File: config.mk
export PLATFORM = sky130hd
export DESIGN_NAME = igta_ctrl
export DESIGN_NICKNAME = d
export VERILOG_FILES = /design/src/igta_pkg.sv /design/src/igta_ctrl.sv
export SDC_FILE = /design/constraint.sdc
export NUM_CORES = 1
export LEC_CHECK = 0
export BUFFER_PORTS_ARGS = -buffer_cell sky130_fd_sc_hd__buf_2
export CAP_MARGIN = 20
export CORE_UTILIZATION = 39
export DETAILED_ROUTE_END_ITERATION = 7
export PLACE_DENSITY_LB_ADDON = 0.12
export SYNTH_ARGS = -nofsm -noshare
export SYNTH_HDL_FRONTEND = slang
export SYNTH_SLANG_ARGS = --single-unit
export TNS_END_PERCENT = 10
File: constraint.sdc
create_clock -name clock -period 1.5 [get_ports clock]
set_input_delay 0.3 -clock clock [delete_from_list [all_inputs] [get_ports clock]]
set_output_delay 0.3 -clock clock [all_outputs]
set_load 0.1 [all_outputs]
File: src/igta_pkg.sv
package igta_pkg;

   localparam int MAX_TRACKS_DEF = 16;
   localparam int MAX_DETS_DEF   = 32;
   localparam int COORD_BITS_DEF = 12;
   localparam int FIELD_W        = 12;
   localparam int TAG_W          = 16;
   localparam int CNT_W          = 8;
   localparam int THR_W          = 9;
   localparam int RESULT_LIMIT   = 16;
   localparam int DATA_W         = 4 * FIELD_W + TAG_W;
   localparam int CSR_IDX_W      = 2;

   localparam logic [THR_W-1:0] THR_RESET  = 9'd77;
   localparam logic [CNT_W-1:0] MAXM_RESET = 8'd3;
   localparam logic [CNT_W-1:0] MINH_RESET = 8'd3;
   localparam logic [CNT_W-1:0] CNT_MAX    = 8'd255;

   typedef enum logic [CSR_IDX_W-1:0] {
      CSR_MATCH_THRESHOLD   = 2'd0,
      CSR_MAX_MISSED_FRAMES = 2'd1,
      CSR_MIN_HITS_CONFIRM  = 2'd2
   } csr_index_type;

   typedef enum logic [3:0] {
      ST_IDLE,
      ST_TRK_START,
      ST_DET_RD,
      ST_OV,
      ST_IN,
      ST_XM,
      ST_BEST,
      ST_ACC,
      ST_UPD,
      ST_CMP,
      ST_NEW,
      ST_SCAN,
      ST_SEND,
      ST_LAST
   } state_type;

   typedef struct packed {
      logic store_det;
      logic eof_start;
      logic trk_load;
      logic det_load;
      logic ov_calc;
      logic in_calc;
      logic xm_calc;
      logic best_upd;
      logic acc_calc;
      logic trk_write;
      logic cmp_init;
      logic cmp_step;
      logic cmp_done;
      logic new_step;
      logic out_init;
      logic scan_step;
      logic final_load;
      logic frame_clear;
   } dp_cmd_type;

   typedef struct packed {
      logic t_end;
      logic i_end;
      logic scan_done;
      logic scan_emit;
      logic out_done;
   } dp_status_type;

endpackage

File: src/igta_ctrl.sv
module igta_ctrl (
   input  logic                   clock,
   input  logic                   reset,
   input  logic                   req_tvalid,
   output logic                   req_tready,
   input  logic                   req_cmd,
   input  igta_pkg::dp_status_type status,
   output igta_pkg::dp_cmd_type   cmd
);
   import igta_pkg::*;

   state_type state_ff, state_in;
   logic      accept;

   assign accept = req_tvalid && req_tready;

   always_ff @(posedge clock) begin
      if (reset) begin
         state_ff <= ST_IDLE;
      end else begin
         state_ff <= state_in;
      end
   end

   always_comb begin
      state_in = state_ff;
      case (state_ff)
         ST_IDLE:      if (accept && req_cmd) state_in = ST_TRK_START;
         ST_TRK_START: state_in = status.t_end ? ST_CMP : ST_DET_RD;
         ST_DET_RD:    state_in = status.i_end ? ST_ACC : ST_OV;
         ST_OV:        state_in = ST_IN;
         ST_IN:        state_in = ST_XM;
         ST_XM:        state_in = ST_BEST;
         ST_BEST:      state_in = ST_DET_RD;
         ST_ACC:       state_in = ST_UPD;
         ST_UPD:       state_in = ST_TRK_START;
         ST_CMP:       if (status.t_end) state_in = ST_NEW;
         ST_NEW:       if (status.i_end) state_in = ST_SCAN;
         ST_SCAN: begin
            if (status.scan_done) state_in = ST_LAST;
            else if (status.scan_emit) state_in = ST_SEND;
         end
         ST_SEND:      if (status.out_done) state_in = ST_SCAN;
         ST_LAST:      if (status.out_done) state_in = ST_IDLE;
         default:      state_in = ST_IDLE;
      endcase
   end

   always_comb begin
      cmd        = '0;
      req_tready = 1'b0;
      case (state_ff)
         ST_IDLE: begin
            req_tready    = 1'b1;
            cmd.store_det = accept && !req_cmd;
            cmd.eof_start = accept && req_cmd;
         end
         ST_TRK_START: begin
            cmd.trk_load = !status.t_end;
            cmd.cmp_init = status.t_end;
         end
         ST_DET_RD: cmd.det_load = !status.i_end;
         ST_OV:     cmd.ov_calc = 1'b1;
         ST_IN:     cmd.in_calc = 1'b1;
         ST_XM:     cmd.xm_calc = 1'b1;
         ST_BEST:   cmd.best_upd = 1'b1;
         ST_ACC:    cmd.acc_calc = 1'b1;
         ST_UPD:    cmd.trk_write = 1'b1;
         ST_CMP: begin
            cmd.cmp_step = !status.t_end;
            cmd.cmp_done = status.t_end;
         end
         ST_NEW: begin
            cmd.new_step = !status.i_end;
            cmd.out_init = status.i_end;
         end
         ST_SCAN: begin
            cmd.scan_step  = !status.scan_done;
            cmd.final_load = status.scan_done;
         end
         ST_SEND: ;
         ST_LAST:   cmd.frame_clear = status.out_done;
         default: ;
      endcase
   end

endmodule

==> results of run 1 <==
==> synthesized netlist by cell type, types with 2 or more instances <==
library cell	count
nor2_1	14
inv_1	7
a21oi_1	5
nand2_1	5
nor3_1	5
dfxtp_1	4
o21ai_0	4
nor4_1	3
buf_2	2
nand2b_1	2
o31a_1	2
==> cells by family after synthesis <==
family | synth area share, %
AO/OA/AOI/OAI | 30.5
buffers and inverters | 10.4
flip-flops | 15.1
AND/OR/NAND/NOR | 44.0
==> per-stage QoR <==
stage	setup slack [ns]	setup TNS, ns	hold WS, ns
detailed placement	-0.0778	-0.483	0.500
global placement	-0.0175	-0.0318	0.496
floorplan	-1.09	-16.63	0.357
==> results_dict.tcl, run 1 <==
set metrics [dict create \
    clock_path_buffers 2 \
    ys.warnings.count 0 \
    cts_sinks 4 \
    cts.hold.buffers_added 0 \
    cts_made_buffers 3 \
    place_hpwl_microns 1640 \
    async_reset_ff_share_pct 0 \
    num_rows 12 \
    dieWidth_microns 38.8 \
    post_cts_resized 21 \
    portBuffers 27 \
    dp.cells 119 \
    avgSynthCellArea_sq_um 7.25 \
    failing_step "4_1_cts" \
    die_h_microns 38.8 \
    yosysSeqAreaShare_pct 15.1 \
    synth_top_area_cell "dfxtp_1" \
    cts_max_level 1 \
    error "[ERROR DPL-0038] Utilization greater than 100%, impossible to legalize" \
    ys_top_cells_by_area "dfxtp_1 (15%), nor2_1 (9.9%), o32ai_4 (5.2%), inv_1 (5.0%), a21oi_1 (4.7%)" \
    syn_inst 73 \
    post_cts_buffers 4 \
    ys_seq_elements 4 \
    dpl_cell_area_sq_um 1100 \
    ys_types 31 \
    place.gp.congestion 0.868 \
    cts-root-buf "clkbuf_4" \
    synth_edf_count 0 \
    synthFlopType "dfxtp_1" \
    syn_area_sq_um 529 \
    outcome "aborted with a tool error" \
    start_util_pct 44.6 \
    ios 28 \
    synth_top_cell_area_share_pct 15.1 \
    syn_nets 82 \
]
==> inputs of run 2 (changes only) <==
- CORE_AREA: unset -> 2 2 63 65
- CORE_UTILIZATION: 39 -> unset
- DIE_AREA: unset -> 0 0 65 67
- PLACE_DENSITY_LB_ADDON: 0.12 -> 0.15
- clock period: 1.5 -> 1.95 ns (I/O delays scaled with it)
==> results_dict.tcl, run 2 <==
set metrics [dict create \
    drc 0 \
    antenna_found_initial 0 \
    wl_microns 1770 \
    drv_cap 0 \
    rr_worst_depth 6 \
    syn_to_final_growth_pct 123 \
    clock-skew-final_ns 0.00334 \
    worst-path-stages 4 \
    core_area_sq_um 3610 \
    syn_nets 82 \
    dp.cells 150 \
    portBuffers 27 \
    die_h_microns 67 \
    final_cell_mix "buf_12 (19), nor2_1 (13), buf_2 (8)" \
    first_pass_iters 4 \
    outcome "finished, final reports clean" \
    clk-insertion-delay-late_ns 0.21 \
    slew_violations 0 \
    synth_top_cell_area_share_pct 15.1 \
    clock_path_buffers 2 \
    synth_edf_count 0 \
    ios 28 \
    clk_pin_slew_ns 0.03 \
    place_hpwl_microns 1470 \
    cp-startpoint "state_ff[3]" \
    r2r-start "state_ff[3]" \
    post-route-period-util_pct 96.9 \
    dpl_worst_slack_ns 0.206 \
    ir_drop_v 0.00107 \
    setup_viol 0 \
    syn_area_sq_um 529 \
    cts_made_buffers 3 \
    via_per_inst 4.39 \
    slowest_stage "nor4_4" \
    num_rows 22 \
    cts.hold.buffers_added 0 \
    antennaDiodeCount 0 \
    avgSynthCellArea_sq_um 7.25 \
    synthFlopType "dfxtp_1" \
    layout_commonest_cell "buf_12" \
    ys.warnings.count 0 \
    drtIter0Drc 20 \
    overflow 0 \
    largest_register_ffs 4 \
    final-hold-violation-count 0 \
    yosysSeqAreaShare_pct 15.1 \
    die_area_sq_um 4360 \
    largest-register "state_ff" \
    fin_crit_ns 1.89 \
    dieWidth_microns 65 \
    crit_family "simple AND/OR/NAND/NOR gates" \
    synth_top_area_cell "dfxtp_1" \
    power.density_nw_per_um2 1910 \
    critPathArrivalTime_ns 1.50 \
    cp_cell_sequence "buf_8 -> nor4_4 -> and3_4 -> buf_12" \
    cts-root-buf "clkbuf_8" \
    place.gp.congestion 0.828 \
    rsz0062_at_grt "yes" \
    ys_seq_elements 4 \
    cts_sinks 4 \
    postRouteAntennaNets 0 \
    fin_cells 155 \
    nets 118 \
    grt_max_degree 14 \
    cts_max_level 1 \
    reg_top3 "state_ff (4)" \
    ff2ff_setup_slack_ns 0.31 \
    critPathMaxStageDelay_ns 0.37 \
    dpl_cell_area_sq_um 1110 \
    holdPathStages 2 \
    vias 680 \
    layout_setup_ws_ns 0.0601 \
    ys_top_cells_by_area "dfxtp_1 (15%), nor2_1 (9.9%), o32ai_4 (5.2%), inv_1 (5.0%), a21oi_1 (4.7%)" \
    grt_pass1_vias 690 \
    p_leak_nw 0.464 \
    end_kind "primary output" \
    synth_most_common_cell "nor2_1" \
    crit_buf_inv 2 \
    async_reset_ff_share_pct 0 \
    avgRoutedWirePerCell_microns 11.4 \
    num-fill-cells 368 \
    startpoint_type "flop" \
    syn_inst 73 \
    crit_required_ns 1.56 \
    grt_pass1_wl_microns 3020 \
    hp-class "in2reg" \
    hold_start "reset" \
    worstPathMaxFanout 5 \
    path_class "reg2out" \
    finish.instance_area_sq_um 1180 \
    ys_types 31 \
    max_slew_margin_pct 76.6 \
    track_usage_pct 8.79 \
    fmax_ghz 0.529 \
    max_slew.worst_pin.slew_ns 0.349 \
    synth_common_cells "nor2_1 (14), inv_1 (7), a21oi_1 (5), nand2_1 (5), nor3_1 (5)" \
    start_util_pct 14.7 \
    layout-drive-gt1-share_pct 56.1 \
    tritoncts "built" \
]
## run 2: cell counts after synthesis
Identical to the previous run, type by type.
## run 2: final timing paths
path,to
worst max-delay path,cmd[16]
worst min register to register,state_ff[1]
worst min-delay path,state_ff[0]
worst max register to register,state_ff[1]
## run 2: layout make-up
type / count / area [sq um] / share of cell area (%)
tap: 48 / 60.1 / 5.08
inverter: 7 / 26.3 / 2.22
clock buffer: 3 / 41.3 / 3.49
timing repair buffer: 35 / 488 / 41.3
sequential: 4 / 87.6 / 7.41
multi-input combinational: 58 / 479 / 40.5
## run 2: where the power goes
| part | total (mW) | internal [mW] | leakage, nW | switching, mW |
|---|---|---|---|---|
| logic | 1.82 | 0.713 | 0.407 | 1.11 |
| clock network | 0.169 | 0.131 | 0.0216 | 0.0378 |
| registers | 0.271 | 0.137 | 0.0347 | 0.134 |
| total | 2.26 | 0.981 | 0.464 | 1.28 |
## run 2: logic make-up after synthesis
logic type / synth area share, %
buffers and inverters: 10.4
and+or+nand+nor: 44.0
AOI/OAI and AO/OA: 30.5
DFF: 15.1
## run 2: stage by stage
| stage | utilization, % | setup TNS [ns] | hold WS [ns] | total power, mW |
|---|---|---|---|---|
| after floorplan | - | -8.07 | 0.447 | 1.46 |
| after global placement | 30.7 | 0 | 0.588 | 2.02 |
| after detailed placement | 30.7 | 0 | 0.587 | 2.02 |
| after CTS | 32.1 | 0 | 0.363 | 2.23 |
| after global routing | 32.8 | -0.0149 | 0.369 | 2.39 |
| final | 32.8 | 0 | 0.372 | 2.26 |
## run 2: metal layers
layer | vias up | wire length [microns] | GRT usage (%)
met4 | 0 | 0 | 1.60
met5 | - | 0 | 0
met1 | 314 | 760 | 10.9
met2 | 31 | 878 | 15.1
met3 | 0 | 131 | 2.70
li1 | 335 | - | -
## run 2: what timing repair did
item | CTS | global route
buffers inserted | 1 | 1
endpoints found under the setup margin | 6 | 2
pin swaps | 1 | 2
gates resized for setup | 2 | 6
No activity file was read; power rests on OpenSTA's default activity.
==> inputs of run 3 (changes only) <==
- CTS_BUF_LIST: unset -> sky130_fd_sc_hd__clkbuf_4
- clock period: 1.95 -> 2.3 ns (I/O delays scaled with it)
==> results_dict.tcl, run 3 (synthesized netlist as in run 2, its figures left out) <==
set metrics [dict create \
    outcome "finished, final reports clean" \
    final_util_pct 27.8 \
    die_h_microns 67 \
    layout-drive-gt1-share_pct 49.5 \
    cts_max_level 1 \
    num_rows 22 \
    whs_ns 0.429 \
    multi_input_comb_area_sq_um 450 \
    hp-class "in2reg" \
    largest-register "state_ff" \
    crit_required_ns 1.84 \
    max_slew.worst_pin.slew_ns 0.567 \
    dp.cells 146 \
    portBuffers 27 \
    holdPathStages 2 \
    worst-path-stages 3 \
    final_cell_mix "buf_12 (14), nor2_1 (13), buf_2 (13)" \
    max_slew_margin_pct 62.1 \
    cts-root-buf "clkbuf_4" \
    drtIter0Drc 23 \
    dpl_worst_slack_ns 0.305 \
    clk-insertion-delay-late_ns 0.23 \
    path_class "reg2out" \
    final-hold-violation-count 0 \
    setup_viol 0 \
    post-route-period-util_pct 94.1 \
    fin_crit_ns 2.16 \
    place_hpwl_microns 1380 \
    layout_setup_ws_ns 0.137 \
    startpoint_type "flop" \
    post_cts_buffers 0 \
    num-fill-cells 399 \
    critPathArrivalTime_ns 1.70 \
    ios 28 \
    reg_top3 "state_ff (4)" \
    core_area_sq_um 3610 \
    postRouteAntennaNets 0 \
    via_per_inst 4.37 \
    top_layer "met4" \
    met3_length_microns 109 \
    critPathMaxStageDelay_ns 0.67 \
    overflow 0 \
    rsz0062_at_grt "no" \
    grt_pass1_vias 605 \
    crit_buf_inv 1 \
    drc 0 \
    wl_microns 1650 \
    grt_pass1_wl_microns 2890 \
    layout_commonest_cell "buf_12" \
    start_util_pct 14.7 \
    end_kind "primary output" \
    avgRoutedWirePerCell_microns 11.1 \
    crit_family "flip-flops" \
    tritoncts "built" \
    largest_register_ffs 4 \
    cts_sinks 4 \
    vias 651 \
    m1WireLength_microns 733 \
    drv_cap 0 \
    clock_path_buffers 2 \
    cts_made_buffers 3 \
    slew_violations 0 \
    antenna_found_initial 0 \
    syn_to_final_growth_pct 89.1 \
    seq_area_sq_um 81.3 \
    first_pass_iters 4 \
    nets 112 \
    antennaDiodeCount 0 \
    wl_met2_microns 790 \
    place.gp.congestion 0.793 \
    dieWidth_microns 65 \
    slowest_stage "dfxtp_1" \
    worstPathMaxFanout 13 \
    fin_cells 149 \
    clock-skew-final_ns 0.00425 \
    track_usage_pct 8.61 \
    grt_max_degree 17 \
    die_area_sq_um 4360 \
    cp_cell_sequence "nand4b_2 -> nor2_1 -> buf_2" \
    fmax_ghz 0.462 \
    clk_pin_slew_ns 0.03 \
    rr_worst_depth 5 \
]
[run 3: changes by cell type in the layout (fill, tap and decap cells not counted), sizes merged]
cell | before | now
buf | 35 | 29
[run 3: final cells by class]
| type | instances | area share (%) |
|---|---|---|
| multi-input cells | 58 | 45.0 |
| repair buffers | 29 | 36.0 |
| flip-flops and latches | 4 | 8.13 |
| well taps | 48 | 6.00 |
| inverters | 7 | 2.63 |
| clock buffers | 3 | 2.25 |
[run 3: routing by layer]
| metal | vias to the layer above | global-route usage, % |
|---|---|---|
| met5 | - | 0 |
| met4 | 0 | 4.79 |
| met3 | 2 | 1.86 |
| met2 | 27 | 13.0 |
| met1 | 300 | 11.3 |
| li1 | 322 | - |
[run 3: final timing paths]
kind          startpoint          end  slack (ns)
max          state_ff[0]       cmd[1]        0.14
min                reset  state_ff[0]        0.43
max reg2reg  state_ff[3]  state_ff[3]        0.58
min reg2reg  state_ff[0]  state_ff[1]        0.84
[run 3: per-stage QoR]
| step | area [sq um] | setup TNS, ns |
|---|---|---|
| global route | 1000 | 0 |
| detailed placement | 977 | 0 |
| CTS | 1000 | 0 |
| global placement | 977 | 0 |
| finish | 1000 | 0 |
| floorplan | 586 | -3.90 |
[run 3: worst reg2reg max path, cell delays in order, from the launching register on]
cell and delay [ns]:
dfxtp_1 0.60, buf_4 0.24, nand2b_1 0.26, o21ai_0 0.13, a222oi_1 0.22, a21boi_0 0.13
[run 3: what timing repair did]
action                                  CTS  global route
hold buffers                              0             0
hold endpoints to repair                  0             0
endpoints found under the setup margin    0             4
gates resized for setup                   0             1
Power of run 3 is not shown: default switching activity piles up to over one toggle a cycle in this logic, so the estimate is an artifact.
==> inputs of run 4 (changes only) <==
- SETUP_SLACK_MARGIN: unset -> 0.3
==> results_dict.tcl, run 4 (synthesized netlist as in run 2, its figures left out) <==
set metrics [dict create \
    crit_required_ns 1.84 \
    dieWidth_microns 65 \
    setup_viol 0 \
    cts.hold.buffers_added 0 \
    cts_max_level 1 \
    ir_drop_v 0.00116 \
    critPathArrivalTime_ns 1.54 \
    met3_length_microns 87 \
    ios 28 \
    whs_ns 0.426 \
    antennaDiodeCount 0 \
    max_slew.worst_pin.slew_ns 0.483 \
    track_usage_pct 8.51 \
    layout_setup_ws_ns 0.298 \
    largest-register "state_ff" \
    ff2ff_setup_slack_ns 0.61 \
    drtIter0Drc 12 \
    first_pass_iters 4 \
    num-fill-cells 386 \
    core_area_sq_um 3610 \
    top_layer "met3" \
    cts_sinks 4 \
    cts_made_buffers 3 \
    nets 118 \
    fin_crit_ns 2.00 \
    startpoint_type "flop" \
    m1WireLength_microns 847 \
    layout-drive-gt1-share_pct 55.1 \
    overflow 0 \
    hp-class "in2reg" \
    wl_microns 1740 \
    vias 656 \
    fmax_ghz 0.499 \
    rsz0062_at_grt "yes" \
    grt_max_degree 15 \
    layout_commonest_cell "buf_12" \
    num_rows 22 \
    clock-skew-final_ns 0.00211 \
    dpl_worst_slack_ns 0.342 \
    die_area_sq_um 4360 \
    drc 0 \
    path_class "reg2out" \
    antenna_found_initial 0 \
    largest_register_ffs 4 \
    drv_cap 0 \
    outcome "finished, final reports clean" \
    grt_pass1_vias 647 \
    reg_top3 "state_ff (4)" \
    post-route-period-util_pct 87.1 \
    tritoncts "built" \
    grt_pass1_wl_microns 2940 \
    clk-insertion-delay-late_ns 0.23 \
    final-hold-violation-count 0 \
    avgRoutedWirePerCell_microns 11.2 \
    clk_pin_slew_ns 0.04 \
    start_util_pct 14.7 \
    slew_violations 0 \
    clock_path_buffers 2 \
    wl_met2_microns 807 \
    via_per_inst 4.23 \
    max_slew_margin_pct 68.0 \
    portBuffers 27 \
    place.gp.congestion 0.750 \
    totalPowerFinal_mw 1.71 \
    place_hpwl_microns 1400 \
    power.density_nw_per_um2 1580 \
    postRouteAntennaNets 0 \
    cts-root-buf "clkbuf_4" \
    worstPathMaxFanout 14 \
    end_kind "primary output" \
    syn_to_final_growth_pct 105 \
    p_leak_nw 0.437 \
    die_h_microns 67 \
    final_cell_mix "buf_12 (14), nor2_1 (13), buf_2 (10)" \
]
-- run 4: worst paths after layout --
| check | from | end | depth (start not counted) |
|---|---|---|---|
| worst max register to register | state_ff[0] | state_ff[0] | 6 |
| worst max-delay path | state_ff[2] | cmd[7] | 3 |
| worst min register to register | state_ff[1] | state_ff[0] | 3 |
| worst min-delay path | reset | state_ff[0] | 2 |
-- run 4: report_power, final --
| part | leakage [nW] | internal [mW] | switching [mW] |
|---|---|---|---|
| registers | 0.0350 | 0.119 | 0.131 |
| logic | 0.388 | 0.489 | 0.890 |
| clock network | 0.0138 | 0.0581 | 0.0250 |
| total | 0.437 | 0.666 | 1.05 |
-- run 4: through the flow --
step	setup TNS, ns	cell area (sq um)	utilization, %	std cells
floorplan	-2.74	616	-	73
global placement	0	1010	28.0	147
detailed placement	0	1010	28.0	147
CTS	0	1030	28.7	150
global route	0	1080	30.1	155
finish	0	1080	30.1	155
-- run 4: cell type report --
cell class	count	area, sq um	share of cell area (%)
clock buffer	3	22.5	2.08
inverter	7	26.3	2.42
timing repair buffer	35	413	38.1
sequential	4	90.1	8.30
multi-input combinational	58	473	43.6
tap	48	60.1	5.54
-- run 4: critical path: stages, from the launching register on --
cell,delay (ns)
dfxtp_2,0.40
buf_4,0.20
nor4_4,0.25
buf_2,0.46
-- run 4: what timing repair did --
| item | CTS | global route |
|---|---|---|
| pin swaps | 0 | 3 |
| buffers inserted | 0 | 5 |
| gates resized for setup | 2 | 6 |
| setup endpoints to repair | 19 | 11 |
-- run 4: metal layers --
| metal | global-route usage (%) | vias to the layer above |
|---|---|---|
| li1 | - | 333 |
| met1 | 10.9 | 298 |
| met2 | 13.9 | 25 |
| met3 | 2.36 | 0 |
| met4 | 2.39 | 0 |
| met5 | 0 | - |
